--- config.mk ---
export PLATFORM = sky130hd
export DESIGN_NAME = statement_tokenizer_top_flat
export DESIGN_NICKNAME = d
export VERILOG_FILES = /design/src/rtl/stt_pkg.sv /design/src/rtl/stt_char_if.sv /design/src/rtl/stt_token_if.sv /design/src/rtl/statement_tokenizer_top.sv /design/src/rtl/stt_lexer.sv /design/src/rtl/stt_result_fifo.sv /design/src/flat_wrapper.sv
export VERILOG_INCLUDE_DIRS = /design/src /design/src/rtl
export SDC_FILE = /design/constraint.sdc
export NUM_CORES = 1
export LEC_CHECK = 0
export BUFFER_PORTS_ARGS = -buffer_cell sky130_fd_sc_hd__buf_2
export CORE_ASPECT_RATIO = 0.75
export CORE_MARGIN = 3
export CORE_UTILIZATION = 48
export CTS_CLUSTER_DIAMETER = 40
export CTS_CLUSTER_SIZE = 30
export DETAILED_ROUTE_END_ITERATION = 16
export PLACE_DENSITY_LB_ADDON = 0.2
export SLEW_MARGIN = 40
export SYNTH_ARGS = -nofsm -noshare
export SYNTH_HDL_FRONTEND = slang
export SYNTH_SLANG_ARGS = --single-unit
--- constraint.sdc ---
create_clock -name clk -period 15.2 [get_ports clk]
set_input_delay 2.28 -clock clk [delete_from_list [all_inputs] [get_ports clk]]
set_output_delay 2.28 -clock clk [all_outputs]
set_load 0.01 [all_outputs]
--- src/rtl/statement_tokenizer_top_assert.svh ---
// ---------------------------------------------------------------------------
// statement tokenizer assertion macros
// clocked, reset-qualified assertion shorthands used by the result buffer rtl
// ---------------------------------------------------------------------------
`ifndef STATEMENT_TOKENIZER_TOP_ASSERT_SVH
`define STATEMENT_TOKENIZER_TOP_ASSERT_SVH

// condition implies expression in the same cycle
`define STT_ASSERT_SAME(label, clk, rst_n, cond, expr, msg) \
    label: assert property (@(posedge clk) disable iff (!rst_n) (cond) |-> (expr)) \
        else $error(msg);

// condition implies expression in the next cycle
`define STT_ASSERT_NEXT(label, clk, rst_n, cond, expr, msg) \
    label: assert property (@(posedge clk) disable iff (!rst_n) (cond) |=> (expr)) \
        else $error(msg);

`endif

--- src/rtl/stt_pkg.sv ---
// ---------------------------------------------------------------------------
// statement tokenizer package
// shared types, token kind codes and buffer sizing
// ---------------------------------------------------------------------------
`default_nettype none

package stt_pkg;

    localparam int MAX_TOKEN_LEN_DEF = 99;
    localparam int LINE_LEN_DEF      = 1024;

    localparam int KIND_W  = 5;
    localparam int START_W = 10;
    localparam int TLEN_W  = 7;

    typedef enum logic [2:0] {
        MODE_IDLE,
        MODE_SYM,
        MODE_NUM,
        MODE_STR,
        MODE_EQ,
        MODE_DROP
    } mode_t;

    localparam logic [KIND_W-1:0] KIND_SYM     = 5'd0;
    localparam logic [KIND_W-1:0] KIND_NUM     = 5'd1;
    localparam logic [KIND_W-1:0] KIND_STR     = 5'd2;
    localparam logic [KIND_W-1:0] KIND_KW0     = 5'd3;
    localparam logic [KIND_W-1:0] KIND_PLUS    = 5'd11;
    localparam logic [KIND_W-1:0] KIND_COMMA   = 5'd12;
    localparam logic [KIND_W-1:0] KIND_MINUS   = 5'd13;
    localparam logic [KIND_W-1:0] KIND_NEWLINE = 5'd14;
    localparam logic [KIND_W-1:0] KIND_LPAREN  = 5'd15;
    localparam logic [KIND_W-1:0] KIND_RPAREN  = 5'd16;
    localparam logic [KIND_W-1:0] KIND_LBRACE  = 5'd17;
    localparam logic [KIND_W-1:0] KIND_RBRACE  = 5'd18;
    localparam logic [KIND_W-1:0] KIND_SEMI    = 5'd19;
    localparam logic [KIND_W-1:0] KIND_ASSIGN  = 5'd20;
    localparam logic [KIND_W-1:0] KIND_EQUAL   = 5'd21;
    localparam logic [KIND_W-1:0] KIND_ERROR   = 5'd22;
    localparam logic [KIND_W-1:0] KIND_END     = 5'd23;

    localparam logic [1:0] COUNT_NONE = 2'd0;
    localparam logic [1:0] COUNT_ONE  = 2'd1;
    localparam logic [1:0] COUNT_TWO  = 2'd2;

    localparam int FIFO_DEPTH = 4;
    localparam int FIFO_PTR_W = $clog2(FIFO_DEPTH);
    localparam int FIFO_CNT_W = $clog2(FIFO_DEPTH + 1);

    typedef struct packed {
        logic [KIND_W-1:0]  kind;
        logic [START_W-1:0] start;
        logic [TLEN_W-1:0]  len;
        logic               last;
    } token_t;

    typedef struct packed {
        logic [1:0] count;
        token_t     first;
        token_t     second;
    } step_result_t;

endpackage

`default_nettype wire

--- src/rtl/stt_char_if.sv ---
// ---------------------------------------------------------------------------
// character channel
// one statement character or end mark per request
// ---------------------------------------------------------------------------
`default_nettype none

interface stt_char_if;
    logic       valid;
    logic       ready;
    logic [7:0] ch;
    logic       end_mark;

    modport source (output valid, output ch, output end_mark, input ready);
    modport sink   (input valid, input ch, input end_mark, output ready);
endinterface

`default_nettype wire

--- src/rtl/stt_token_if.sv ---
// ---------------------------------------------------------------------------
// token channel
// one token result per request
// ---------------------------------------------------------------------------
`default_nettype none

interface stt_token_if;
    logic                        valid;
    logic                        ready;
    logic [stt_pkg::KIND_W-1:0]  token_kind;
    logic [stt_pkg::START_W-1:0] token_start;
    logic [stt_pkg::TLEN_W-1:0]  token_len;
    logic                        last;

    modport source (output valid, output token_kind, output token_start,
                    output token_len, output last, input ready);
    modport sink   (input valid, input token_kind, input token_start,
                    input token_len, input last, output ready);
endinterface

`default_nettype wire

--- src/rtl/statement_tokenizer_top.sv ---
// ---------------------------------------------------------------------------
// statement tokenizer
// streaming lexer: one character per request in, token results out
// ---------------------------------------------------------------------------
//  channel    dir  payload                                   results
//  char_in    in   ch[7:0], end_mark                         -
//  token_out  out  token_kind, token_start, token_len, last  0 to 2 per char
//
//  one character per cycle while char_in.ready is high; scan state updates in the accept cycle
//  a character that closes one token and yields another produces two results
//  on the output side, absorbed by the four-entry result queue
//  char_in.ready drops while the queue holds more than two tokens
//  reset returns the scanner to idle at position zero with an empty queue
// ---------------------------------------------------------------------------
`default_nettype none

module statement_tokenizer_top #(
    parameter int MAX_TOKEN_LEN = stt_pkg::MAX_TOKEN_LEN_DEF,
    parameter int LINE_LEN      = stt_pkg::LINE_LEN_DEF
) (
    input  logic        clk,
    input  logic        rst_n,
    stt_char_if.sink    char_in,
    stt_token_if.source token_out
);

    logic                  step;
    logic                  room;
    logic                  out_valid;
    logic                  pop;
    stt_pkg::step_result_t result;
    stt_pkg::token_t       out_token;

    assign char_in.ready = room;
    assign step          = char_in.valid && room;
    assign pop           = out_valid && token_out.ready;

    stt_lexer #(
        .MAX_TOKEN_LEN (MAX_TOKEN_LEN),
        .LINE_LEN      (LINE_LEN)
    ) u_lexer (
        .clk      (clk),
        .rst_n    (rst_n),
        .step     (step),
        .ch       (char_in.ch),
        .end_mark (char_in.end_mark),
        .result   (result)
    );

    stt_result_fifo u_fifo (
        .clk       (clk),
        .rst_n     (rst_n),
        .push      (step),
        .result    (result),
        .room      (room),
        .out_valid (out_valid),
        .out_token (out_token),
        .pop       (pop)
    );

    assign token_out.valid       = out_valid;
    assign token_out.token_kind  = out_token.kind;
    assign token_out.token_start = out_token.start;
    assign token_out.token_len   = out_token.len;
    assign token_out.last        = out_token.last;

endmodule

`default_nettype wire

--- src/rtl/stt_lexer.sv ---
// ---------------------------------------------------------------------------
// statement tokenizer scan core
// scan state registers and single-pass next-state and token logic
// ---------------------------------------------------------------------------
`default_nettype none

module stt_lexer #(
    parameter int MAX_TOKEN_LEN = stt_pkg::MAX_TOKEN_LEN_DEF,
    parameter int LINE_LEN      = stt_pkg::LINE_LEN_DEF
) (
    input  logic                  clk,
    input  logic                  rst_n,
    input  logic                  step,
    input  logic [7:0]            ch,
    input  logic                  end_mark,
    output stt_pkg::step_result_t result
);

    localparam int POS_W = $clog2(LINE_LEN);
    localparam int LEN_W = $clog2(MAX_TOKEN_LEN + 1);
    localparam logic [POS_W-1:0] POS_LAST = POS_W'(LINE_LEN - 1);
    localparam logic [LEN_W-1:0] LEN_MAX  = LEN_W'(MAX_TOKEN_LEN);

    localparam logic [7:0] KW_TEXT [8][6] = '{
        '{"f", "o", "r", 8'h00, 8'h00, 8'h00},
        '{"i", "f", 8'h00, 8'h00, 8'h00, 8'h00},
        '{"e", "l", "s", "e", "i", "f"},
        '{"e", "l", "s", "e", 8'h00, 8'h00},
        '{"f", "u", "n", 8'h00, 8'h00, 8'h00},
        '{"a", "n", "d", 8'h00, 8'h00, 8'h00},
        '{"o", "r", 8'h00, 8'h00, 8'h00, 8'h00},
        '{"n", "o", "t", 8'h00, 8'h00, 8'h00}
    };
    localparam logic [2:0] KW_LEN [8] = '{3'd3, 3'd2, 3'd6, 3'd4, 3'd3, 3'd3, 3'd2, 3'd3};

    localparam logic [7:0] CH_LF     = 8'h0a;
    localparam logic [7:0] CH_CR     = 8'h0d;
    localparam logic [7:0] CH_SPACE  = " ";
    localparam logic [7:0] CH_QUOTE  = 8'h22;
    localparam logic [7:0] CH_EQ     = "=";
    localparam logic [7:0] CH_PLUS   = "+";
    localparam logic [7:0] CH_COMMA  = ",";
    localparam logic [7:0] CH_MINUS  = "-";
    localparam logic [7:0] CH_LPAREN = "(";
    localparam logic [7:0] CH_RPAREN = ")";
    localparam logic [7:0] CH_LBRACE = "{";
    localparam logic [7:0] CH_RBRACE = "}";
    localparam logic [7:0] CH_SEMI   = ";";

    function automatic logic is_alpha(input logic [7:0] c);
        return (c == "_") || (c >= "A" && c <= "Z") || (c >= "a" && c <= "z");
    endfunction

    function automatic logic is_digit(input logic [7:0] c);
        return (c >= "0") && (c <= "9");
    endfunction

    function automatic logic [7:0] narrow(input logic [7:0] hits, input logic [7:0] c,
                                          input logic [7:0] at);
        logic [7:0] res;
        res = hits;
        for (int k = 0; k < 8; k++)
        begin
            if (at >= {5'd0, KW_LEN[k]})
            begin
                res[k] = 1'b0;
            end
            else if (KW_TEXT[k][at[2:0]] != c)
            begin
                res[k] = 1'b0;
            end
        end
        return res;
    endfunction

    function automatic logic [stt_pkg::KIND_W-1:0] sym_kind(input logic [7:0] hits,
                                                            input logic [7:0] len);
        logic [stt_pkg::KIND_W-1:0] kind;
        kind = stt_pkg::KIND_SYM;
        for (int k = 7; k >= 0; k--)
        begin
            if (hits[k] && (len == {5'd0, KW_LEN[k]}))
            begin
                kind = stt_pkg::KIND_KW0 + stt_pkg::KIND_W'(k);
            end
        end
        return kind;
    endfunction

    function automatic logic [stt_pkg::START_W-1:0] to_start(input logic [POS_W-1:0] p);
        logic [POS_W+stt_pkg::START_W-1:0] ext;
        ext = {{stt_pkg::START_W{1'b0}}, p};
        return ext[stt_pkg::START_W-1:0];
    endfunction

    function automatic logic [stt_pkg::TLEN_W-1:0] to_len(input logic [LEN_W-1:0] l);
        logic [LEN_W+stt_pkg::TLEN_W-1:0] ext;
        ext = {{stt_pkg::TLEN_W{1'b0}}, l};
        return ext[stt_pkg::TLEN_W-1:0];
    endfunction

    stt_pkg::mode_t   mode_reg, mode_next;
    logic [POS_W-1:0] start_reg, start_next;
    logic [LEN_W-1:0] run_reg, run_next;
    logic [7:0]       hits_reg, hits_next;
    logic [POS_W-1:0] pos_reg, pos_next;

    logic [LEN_W+7:0] run_ext;
    logic [7:0]       run8;
    logic [LEN_W-1:0] run_inc;
    logic             do_begin;
    logic             emit_a;
    logic             emit_b;
    stt_pkg::token_t  tok_a;
    stt_pkg::token_t  tok_b;

    assign run_ext = {8'd0, run_reg};
    assign run8    = run_ext[7:0];
    assign run_inc = run_reg + LEN_W'(1);

    always_comb
    begin
        mode_next  = mode_reg;
        start_next = start_reg;
        run_next   = run_reg;
        hits_next  = hits_reg;
        pos_next   = pos_reg;
        do_begin   = 1'b0;
        emit_a     = 1'b0;
        emit_b     = 1'b0;
        tok_a      = '0;
        tok_b      = '0;

        if (end_mark)
        begin
            unique case (mode_reg)
                stt_pkg::MODE_SYM:
                begin
                    emit_a = 1'b1;
                    tok_a  = '{kind: sym_kind(hits_reg, run8), start: to_start(start_reg),
                               len: to_len(run_reg), last: 1'b0};
                end
                stt_pkg::MODE_NUM:
                begin
                    emit_a = 1'b1;
                    tok_a  = '{kind: stt_pkg::KIND_NUM, start: to_start(start_reg),
                               len: to_len(run_reg), last: 1'b0};
                end
                stt_pkg::MODE_STR:
                begin
                    emit_a = 1'b1;
                    tok_a  = '{kind: stt_pkg::KIND_ERROR, start: to_start(start_reg),
                               len: 7'd0, last: 1'b0};
                end
                stt_pkg::MODE_EQ:
                begin
                    emit_a = 1'b1;
                    tok_a  = '{kind: stt_pkg::KIND_ASSIGN, start: to_start(start_reg),
                               len: 7'd1, last: 1'b0};
                end
                default:
                begin
                    emit_a = 1'b0;
                end
            endcase
            emit_b     = 1'b1;
            tok_b      = '{kind: stt_pkg::KIND_END, start: to_start(pos_reg),
                           len: 7'd0, last: 1'b0};
            mode_next  = stt_pkg::MODE_IDLE;
            start_next = '0;
            run_next   = '0;
            hits_next  = 8'hff;
            pos_next   = '0;
        end
        else
        begin
            pos_next = (pos_reg == POS_LAST) ? '0 : pos_reg + POS_W'(1);
            unique case (mode_reg)
                stt_pkg::MODE_SYM:
                begin
                    if (is_alpha(ch) || is_digit(ch))
                    begin
                        if (run_reg >= LEN_MAX)
                        begin
                            emit_b    = 1'b1;
                            tok_b     = '{kind: stt_pkg::KIND_ERROR, start: to_start(start_reg),
                                          len: 7'd0, last: 1'b0};
                            mode_next = stt_pkg::MODE_DROP;
                        end
                        else
                        begin
                            hits_next = narrow(hits_reg, ch, run8);
                            run_next  = run_inc;
                        end
                    end
                    else
                    begin
                        emit_a   = 1'b1;
                        tok_a    = '{kind: sym_kind(hits_reg, run8), start: to_start(start_reg),
                                     len: to_len(run_reg), last: 1'b0};
                        do_begin = 1'b1;
                    end
                end
                stt_pkg::MODE_NUM:
                begin
                    if (is_digit(ch))
                    begin
                        if (run_reg >= LEN_MAX)
                        begin
                            emit_b    = 1'b1;
                            tok_b     = '{kind: stt_pkg::KIND_ERROR, start: to_start(start_reg),
                                          len: 7'd0, last: 1'b0};
                            mode_next = stt_pkg::MODE_DROP;
                        end
                        else
                        begin
                            run_next = run_inc;
                        end
                    end
                    else
                    begin
                        emit_a   = 1'b1;
                        tok_a    = '{kind: stt_pkg::KIND_NUM, start: to_start(start_reg),
                                     len: to_len(run_reg), last: 1'b0};
                        do_begin = 1'b1;
                    end
                end
                stt_pkg::MODE_STR:
                begin
                    if ((ch == CH_LF) || (run_reg >= LEN_MAX))
                    begin
                        emit_b    = 1'b1;
                        tok_b     = '{kind: stt_pkg::KIND_ERROR, start: to_start(start_reg),
                                      len: 7'd0, last: 1'b0};
                        mode_next = stt_pkg::MODE_DROP;
                    end
                    else
                    begin
                        run_next = run_inc;
                        if (ch == CH_QUOTE)
                        begin
                            mode_next = stt_pkg::MODE_IDLE;
                            emit_b    = 1'b1;
                            tok_b     = '{kind: stt_pkg::KIND_STR, start: to_start(start_reg),
                                          len: to_len(run_inc), last: 1'b0};
                        end
                    end
                end
                stt_pkg::MODE_EQ:
                begin
                    if (ch == CH_EQ)
                    begin
                        mode_next = stt_pkg::MODE_IDLE;
                        emit_b    = 1'b1;
                        tok_b     = '{kind: stt_pkg::KIND_EQUAL, start: to_start(start_reg),
                                      len: 7'd2, last: 1'b0};
                    end
                    else
                    begin
                        emit_a   = 1'b1;
                        tok_a    = '{kind: stt_pkg::KIND_ASSIGN, start: to_start(start_reg),
                                     len: 7'd1, last: 1'b0};
                        do_begin = 1'b1;
                    end
                end
                stt_pkg::MODE_DROP:
                begin
                    mode_next = stt_pkg::MODE_DROP;
                end
                default:
                begin
                    do_begin = 1'b1;
                end
            endcase

            // start of a new token at the current position
            if (do_begin)
            begin
                start_next = pos_reg;
                run_next   = LEN_W'(1);
                hits_next  = 8'hff;
                mode_next  = stt_pkg::MODE_IDLE;
                tok_b      = '{kind: stt_pkg::KIND_ERROR, start: to_start(pos_reg),
                               len: 7'd1, last: 1'b0};
                priority if ((ch == CH_SPACE) || (ch == CH_CR))
                begin
                    emit_b = 1'b0;
                end
                else if (is_alpha(ch))
                begin
                    hits_next = narrow(8'hff, ch, 8'd0);
                    mode_next = stt_pkg::MODE_SYM;
                end
                else if (is_digit(ch))
                begin
                    mode_next = stt_pkg::MODE_NUM;
                end
                else
                begin
                    emit_b = 1'b1;
                    unique case (ch)
                        CH_QUOTE:
                        begin
                            emit_b    = 1'b0;
                            mode_next = stt_pkg::MODE_STR;
                        end
                        CH_EQ:
                        begin
                            emit_b    = 1'b0;
                            mode_next = stt_pkg::MODE_EQ;
                        end
                        CH_PLUS:   tok_b.kind = stt_pkg::KIND_PLUS;
                        CH_COMMA:  tok_b.kind = stt_pkg::KIND_COMMA;
                        CH_MINUS:  tok_b.kind = stt_pkg::KIND_MINUS;
                        CH_LF:     tok_b.kind = stt_pkg::KIND_NEWLINE;
                        CH_LPAREN: tok_b.kind = stt_pkg::KIND_LPAREN;
                        CH_RPAREN: tok_b.kind = stt_pkg::KIND_RPAREN;
                        CH_LBRACE: tok_b.kind = stt_pkg::KIND_LBRACE;
                        CH_RBRACE: tok_b.kind = stt_pkg::KIND_RBRACE;
                        CH_SEMI:   tok_b.kind = stt_pkg::KIND_SEMI;
                        default:
                        begin
                            tok_b.len = 7'd0;
                            mode_next = stt_pkg::MODE_DROP;
                        end
                    endcase
                end
            end
        end
    end

    always_comb
    begin
        result = '0;
        if (emit_a)
        begin
            result.first  = tok_a;
            result.second = tok_b;
            if (emit_b)
            begin
                result.count       = stt_pkg::COUNT_TWO;
                result.second.last = 1'b1;
            end
            else
            begin
                result.count      = stt_pkg::COUNT_ONE;
                result.first.last = 1'b1;
            end
        end
        else if (emit_b)
        begin
            result.count      = stt_pkg::COUNT_ONE;
            result.first      = tok_b;
            result.first.last = 1'b1;
        end
        else
        begin
            result.count = stt_pkg::COUNT_NONE;
        end
    end

    always_ff @(posedge clk or negedge rst_n)
    begin
        if (!rst_n)
        begin
            mode_reg  <= stt_pkg::MODE_IDLE;
            start_reg <= '0;
            run_reg   <= '0;
            hits_reg  <= 8'hff;
            pos_reg   <= '0;
        end
        else if (step)
        begin
            mode_reg  <= mode_next;
            start_reg <= start_next;
            run_reg   <= run_next;
            hits_reg  <= hits_next;
            pos_reg   <= pos_next;
        end
    end

endmodule

`default_nettype wire

--- src/rtl/stt_result_fifo.sv ---
// ---------------------------------------------------------------------------
// statement tokenizer result buffer
// small queue taking up to two tokens per cycle and releasing one when popped
// ---------------------------------------------------------------------------
`default_nettype none

`include "statement_tokenizer_top_assert.svh"

module stt_result_fifo (
    input  logic                  clk,
    input  logic                  rst_n,
    input  logic                  push,
    input  stt_pkg::step_result_t result,
    output logic                  room,
    output logic                  out_valid,
    output stt_pkg::token_t       out_token,
    input  logic                  pop
);

    localparam int DEPTH = stt_pkg::FIFO_DEPTH;
    localparam int PTR_W = stt_pkg::FIFO_PTR_W;
    localparam int CNT_W = stt_pkg::FIFO_CNT_W;

    stt_pkg::token_t  slot_reg [DEPTH];
    logic [PTR_W-1:0] wr_ptr_reg, wr_ptr_next;
    logic [PTR_W-1:0] rd_ptr_reg, rd_ptr_next;
    logic [CNT_W-1:0] count_reg, count_next;
    logic [CNT_W-1:0] push_n;
    logic [PTR_W-1:0] wr_ptr_second;

    assign push_n        = push ? CNT_W'(result.count) : '0;
    assign wr_ptr_second = wr_ptr_reg + PTR_W'(1);
    assign wr_ptr_next   = wr_ptr_reg + PTR_W'(push_n);
    assign rd_ptr_next   = pop ? rd_ptr_reg + PTR_W'(1) : rd_ptr_reg;
    assign count_next    = count_reg + push_n - (pop ? CNT_W'(1) : CNT_W'(0));

    assign room      = count_reg <= CNT_W'(DEPTH - 2);
    assign out_valid = count_reg != '0;
    assign out_token = slot_reg[rd_ptr_reg];

    always_ff @(posedge clk)
    begin
        if (push && (result.count != stt_pkg::COUNT_NONE))
        begin
            slot_reg[wr_ptr_reg] <= result.first;
        end
        if (push && (result.count == stt_pkg::COUNT_TWO))
        begin
            slot_reg[wr_ptr_second] <= result.second;
        end
    end

    always_ff @(posedge clk or negedge rst_n)
    begin
        if (!rst_n)
        begin
            wr_ptr_reg <= '0;
            rd_ptr_reg <= '0;
            count_reg  <= '0;
        end
        else
        begin
            wr_ptr_reg <= wr_ptr_next;
            rd_ptr_reg <= rd_ptr_next;
            count_reg  <= count_next;
        end
    end

    `STT_ASSERT_SAME(a_no_overflow, clk, rst_n, push, (4'(count_reg) + 4'(push_n)) <= 4'(DEPTH), "result buffer overflow")
    `STT_ASSERT_SAME(a_no_underflow, clk, rst_n, pop, count_reg != '0, "pop from empty result buffer")
    `STT_ASSERT_NEXT(a_pop_only, clk, rst_n, pop && !push, count_reg == $past(count_reg) - CNT_W'(1), "count not reduced by pop")

endmodule

`default_nettype wire
--- src/flat_wrapper.sv ---
// flat-port wrapper written by rule: the top's interface ports become plain ports
module statement_tokenizer_top_flat 
#(
    parameter int MAX_TOKEN_LEN = stt_pkg::MAX_TOKEN_LEN_DEF,
    parameter int LINE_LEN      = stt_pkg::LINE_LEN_DEF
)
  (clk, rst_n, char_in_valid, char_in_ch, char_in_end_mark, char_in_ready, token_out_valid, token_out_token_kind, token_out_token_start, token_out_token_len, token_out_last, token_out_ready);
  stt_char_if char_in_i ();
  stt_token_if token_out_i ();
  input  logic clk;
  input  logic rst_n;
  input wire logic [$bits(char_in_i.valid)-1:0] char_in_valid;
  input wire logic [$bits(char_in_i.ch)-1:0] char_in_ch;
  input wire logic [$bits(char_in_i.end_mark)-1:0] char_in_end_mark;
  output wire logic [$bits(char_in_i.ready)-1:0] char_in_ready;
  output wire logic [$bits(token_out_i.valid)-1:0] token_out_valid;
  output wire logic [$bits(token_out_i.token_kind)-1:0] token_out_token_kind;
  output wire logic [$bits(token_out_i.token_start)-1:0] token_out_token_start;
  output wire logic [$bits(token_out_i.token_len)-1:0] token_out_token_len;
  output wire logic [$bits(token_out_i.last)-1:0] token_out_last;
  input wire logic [$bits(token_out_i.ready)-1:0] token_out_ready;
  assign char_in_i.valid = char_in_valid;
  assign char_in_i.ch = char_in_ch;
  assign char_in_i.end_mark = char_in_end_mark;
  assign char_in_ready = char_in_i.ready;
  assign token_out_valid = token_out_i.valid;
  assign token_out_token_kind = token_out_i.token_kind;
  assign token_out_token_start = token_out_i.token_start;
  assign token_out_token_len = token_out_i.token_len;
  assign token_out_last = token_out_i.last;
  assign token_out_i.ready = token_out_ready;
  statement_tokenizer_top #(.MAX_TOKEN_LEN(MAX_TOKEN_LEN), .LINE_LEN(LINE_LEN)) u_core (.clk(clk), .rst_n(rst_n), .char_in(char_in_i), .token_out(token_out_i));
endmodule
Yosys cells after proc, flatten, opt, wreduce, memory -nomap -nowiden
Memories as Yosys holds them, arrays and structs flattened.
Index checks and enable logic that the tools add are counted.
{"block": "word_totals", "reg_bits": 45, "mem_bits_rw": 92, "romBits": 512, "in_bits": 13, "output_inout_bits": 25, "word_cells": 275, "n_memories": 9}
{"name": "u_core.u_fifo.slot_reg", "depth": 4, "word_bits": 23, "read_ports": 1, "rd_clocked_by_memory_dff": 0, "write_ports": 2, "line_no": "stt_result_fifo.sv:24", "rtl": "stt_pkg::token_t slot_reg [DEPTH];"}
{"name": "(no name shown)", "depth": 8, "word_bits": 8, "read_ports": 1, "rd_clocked_by_memory_dff": 0, "write_ports": 0, "line_no": "stt_lexer.sv:68", "rtl": "else if (KW_TEXT[k][at[2:0]] != c)"}
{"name": "(no name shown)", "depth": 8, "word_bits": 8, "read_ports": 1, "rd_clocked_by_memory_dff": 0, "write_ports": 0, "line_no": "stt_lexer.sv:68"}
{"name": "(no name shown)", "depth": 8, "word_bits": 8, "read_ports": 1, "rd_clocked_by_memory_dff": 0, "write_ports": 0, "line_no": "stt_lexer.sv:68"}
{"name": "(no name shown)", "depth": 8, "word_bits": 8, "read_ports": 1, "rd_clocked_by_memory_dff": 0, "write_ports": 0, "line_no": "stt_lexer.sv:68"}
{"name": "(no name shown)", "depth": 8, "word_bits": 8, "read_ports": 1, "rd_clocked_by_memory_dff": 0, "write_ports": 0, "line_no": "stt_lexer.sv:68"}
{"name": "3 more memories"}
{"block": "op_classes", "addsub": 7, "n_lt_le_gt_ge": 13, "n_eq_ne": 45, "muxes": 134, "bitwise_logic": 1, "n_reduce_logical": 51}
{"cell": "2-to-1 mux 23 bit", "n": 12}
{"cell": "2-to-1 mux 8 bit", "n": 23}
{"cell": "one-hot mux 23 bit (4 select lines)", "n": 2}
{"cell": "== test 8 x 6 -> 1 bit, second input constant", "n": 9}
{"cell": "one-hot mux 23 bit (3 select lines)", "n": 1}
{"cell": "inequality test 8 bit", "n": 8}
{"cell": "2-to-1 mux 1 bit", "n": 52}
{"cell": "2-to-1 mux 5 bit", "n": 10}
{"cell": "inequality test 7 x 8 -> 1 bit, first input constant", "n": 6}
{"cell": "one-hot mux 5 bit (9 select lines)", "n": 1}
{"cell": "AND reduction 5 bit", "n": 9}
{"cell": "2-to-1 mux 7 bit", "n": 6}
{"cell": "2-to-1 mux 10 bit", "n": 4}
{"cell": "2-to-1 mux 3 bit", "n": 11}
{"cell": "nonzero test 4 bit", "n": 8}
{"cell": "2-to-1 mux 25 bit", "n": 1}
{"cell": "== test 8 x 7 -> 1 bit, second input constant", "n": 3}
{"cell": "one-hot mux 7 bit (3 select lines)", "n": 1}
{"cell": "2-to-1 mux 20 bit", "n": 1}
{"cell": "2-to-1 mux 19 bit", "n": 1}
{"cell": "== test 8 x 4 -> 1 bit, second input constant", "n": 2}
{"cell": ">= comparator 8 x 7 -> 1 bit, second input constant", "n": 2}
{"cell": "less-or-equal comparator 8 x 7 -> 1 bit, second input constant", "n": 2}
{"cell": "inequality test 4 bit, second input constant", "n": 4}
{"cell": "other kinds (41)", "n": 72}

Longest topological paths before layout
{"block": "logic_depth", "word_depth": 19, "mapped_depth": 15, "ltp_nobuf": 13}

By module
Synthesis repeated with hierarchy kept, for this count alone.
{"block": "unflattened", "cells_unflattened": 837, "area_unflattened_um2": 9155.0}
{"mod": "stt_result_fifo", "instances": 1, "cells_each": 270, "area_each_um2": 4948.5}
{"mod": "stt_lexer", "instances": 1, "cells_each": 565, "area_each_um2": 4194.0}
{"mod": "statement_tokenizer_top", "instances": 1, "cells_each": 2, "area_each_um2": 12.5}

Least setup slack after synthesis
Ideal clock, no wire load.
{"block": "synth_path", "path_type": "input -> register", "startpoint": "input char_in_ch[5]", "endpoint": "memory u_core.u_fifo.slot_reg[1][0] in the netlist's numbering, enable pin", "t_arrival_ns": 7.548, "setup_slack_ns": 7.123, "stages": 11, "n_path_buf": 2, "cell_sequence": "buf_2 -> and4bb_1 -> buf_2 -> nand2_2 -> o21ai_2 -> o31ai_4 -> nor2_1 -> inv_1 -> ha_1 -> nor2_1 -> a2111oi_0"}
{"element": "from (decl)", "line_no": "flat_wrapper.sv:13", "rtl": "input wire logic [$bits(char_in_i.ch)-1:0] char_in_ch;"}
{"element": "to (decl)", "line_no": "stt_result_fifo.sv:24"}

==> out/results.ini <==
[power]
p_clk_share_pct=22.6
internal-power_uw=1010
sequentialPowerShare_pct=33.8
cellPowerDensity_nw_per_um2=179
p_switching_uw=728
combPwrFrac_pct=43.6
peakVddDrop_v=0.000125
swShare_pct=41.9
p_leak_uw=0.00350

[flow_run]
max-cap-violations=0

[cts]
clock_sinks=137
clock-root-buffer=clkbuf_16
cts_tree=built
numCtsBuffers=17
cts_hold_buffers=0
cts_setup_buffers=0
clk_latency_ps=430
h-tree-depth=4
clock_path_buffers=2
clk_pin_slew_ps=60
ctsResizeCount=0

[layout]
final_nets=879
final_cell_area_um2=9680
diodes=0
largest_reg_flops=92
mostFrequentLayoutCells=92 x edfxtp_1, 65 x nand2_1, 65 x nor2_1
drive_gt1_share_pct=20.2
area_growth_pct=10.3
final_common_cell=edfxtp_1

[synth]
synth_cells=847
ys_ff_latch=137
async_flop_share_pct=32.8
synth-edff-count=92
avgSynthCellArea_um2=10.4
yosys_warnings=0
synth_area_leader_cell=edfxtp_1
synth_area_leaders=edfxtp_1 31%, dfrtp_1 11%, mux4_2 5.9%
synth-main-ff-cell=edfxtp_1
synth_seq_area_share_pct=44.4
synth_top_cell_area_share_pct=31.5
syn_area_um2=8780
ys_types=88
synth_fp_nets=876

[critical_path]
reg2reg_depth=13
crit_path_max_fanout=25
slowest_delay_ps=610
slowest_stage=nor3_4
path_cells=buf_2, and2_1, o2111a_2, o21ai_2, o31ai_4, nor2_1, inv_1, ha_1, nand2_1, nor3_4, nand2_1, o21ai_2, a22o_1
r2r_slack_ps=11070
critPathRequiredTime_ps=15490
cp-end-kind=register
worst-endpoint-arrival_ps=5810
start_kind=input port
timing.rr.end=u_core.u_fifo.slot_reg[1][10]
critPathKind=in -> reg
worstReg2RegStart=u_core.u_lexer.run_reg[1]

[drt]
vias_per_cell=6.60
routed_wl_um=25900
vias=7292
drt_pass1_iterations=5
drt_iter0_drc=941
drc=0
ant_nets=0
post_drt_wl_per_cell_um=23.5

[timing]
min_period_ps=5520
fin_tns_setup_ps=0
rsz0062_at_grt=no
fin_crit_sh_pct=36.3
hold_slack_ps=498
drv_slew=0
clock_skew_ps=15.0
tightest_slew_ps=833
setup_viol=0
fmax_mhz=181
max_slew_margin_pct=44.1
hold_violations=0

[floorplanning]
die_h_um=123
io_pins=38
rows=42
core-area_um2=17800
die_width_um=162
die_area_um2=20000
start_util_pct=49.3

[placed_design]
dpl_cell_area_um2=9120
io_buffer_count=37
hpwl_um=18200
gp_congestion=0.979

[hold_path]
holdPathEnd=u_core.u_fifo.rd_ptr_reg[0]
holdPathStages=1
hp-class=reg -> reg
hp-start=u_core.u_fifo.rd_ptr_reg[0]

[global_route]
antenna_found_initial=0
grt_pass1_vias=6797
grt-ovfl-total=0
grt_max_degree=46
grt_util_all_layers_pct=26.4
grt_pass1_wl_um=40200

[run_status]
status=complete, no violations

==> kinds of logic (layout without fill, tap and decap cells) <==
kind of cell	Yosys count	after routing	share of synthesized area [%]
multiplexers	32	32	7.04
buffers and inverters	86	102	3.99
adder cells (fa/ha/maj)	16	16	2.37
XOR/XNOR	20	20	2.00
AND/OR/NAND/NOR	278	278	16.7
flip-flops	137	137	44.4
AO/OA/AOI/OAI	278	278	23.5
==> worst max path at each step <==
| stage | slack [ps] | endpoint | start | cells after the start |
|---|---|---|---|---|
| final | 9680 | u_core.u_fifo.slot_reg[0][15] | char_in_ch[0] | 13 |
| after global routing | 9450 | u_core.u_fifo.slot_reg[0][13] | char_in_ch[0] | 13 |
| after CTS | 9750 | u_core.u_fifo.slot_reg[0][15] | char_in_ch[0] | 13 |
| after detailed placement | 9340 | u_core.u_fifo.slot_reg[1][10] | char_in_ch[0] | 14 |
| after global placement | 9210 | u_core.u_fifo.slot_reg[0][12] | char_in_ch[0] | 12 |
| after floorplan | 7120 | u_core.u_fifo.slot_reg[1][0] | char_in_ch[5] | 11 |
==> power groups by stage <==
stage | registers (uW) | logic (uW) | clock network, uW
after floorplan | 543 | 545 | 0
after global placement | 586 | 731 | 0
after detailed placement | 591 | 744 | 0
after CTS | 584 | 749 | 395
after global routing | 596 | 820 | 414
final | 587 | 756 | 393
==> Yosys cell counts (5+ instances only) <==
library cell  count
a22o_1           44
or2_2             5
mux4_2           23
o211ai_1          5
mux2_2            8
nand3b_1          6
a22oi_1          14
a21oi_1          33
nand2b_1         12
xnor2_1          14
inv_1            19
nor3_1           25
ha_1             15
dfstp_2           8
nor2_4            5
nand2_1          65
nand3_1          20
o21ai_0          59
clkbuf_1         38
buf_2            15
and3_1           14
nor2b_1           7
o21a_1           14
o21ai_1           6
o22ai_1          24
buf_1             9
a31oi_1          11
dfrtp_1          37
nor2_1           67
nand4_1          14
edfxtp_1         92
and2_1            6
a21o_1            8
xor2_1            6
o21ai_2           6
==> through the flow <==
stage	setup WS, ps	power, uW	utilization, %	cells
floorplan	7120	1090	-	847
global placement	9210	1320	51.1	1073
detailed placement	9340	1340	51.2	1073
CTS	9750	1730	54.3	1105
global route	9450	1830	54.3	1105
finish	9680	1740	54.3	1105
==> critical path: cells and delay by family <==
kind / cells / cell delay, ps
and+or+nand+nor: 5 / 1460
AOI/OAI and AO/OA: 5 / 1340
buffers and inverters: 2 / 470
adders and majority gates: 1 / 240
==> cell type report <==
cell class | instances | area, um2
Timing Repair Buffer | 49 | 275
Fill cell | 1520 | 8130
Sequential cell | 137 | 3900
Tap cell | 242 | 303
Clock buffer | 17 | 425
Multi-Input combinational cell | 624 | 4570
Inverter | 21 | 78.8
Clock inverter | 15 | 130
==> routing by layer <==
metal	GRT usage (%)	vias up	share of wire [%]
met5	0	-	0
met4	4.74	0	1.0
met3	10.3	34	11
met2	34.1	377	40
met1	41.7	3596	48
li1	-	3285	-
Note: power is estimated with default switching activity, not from simulation.
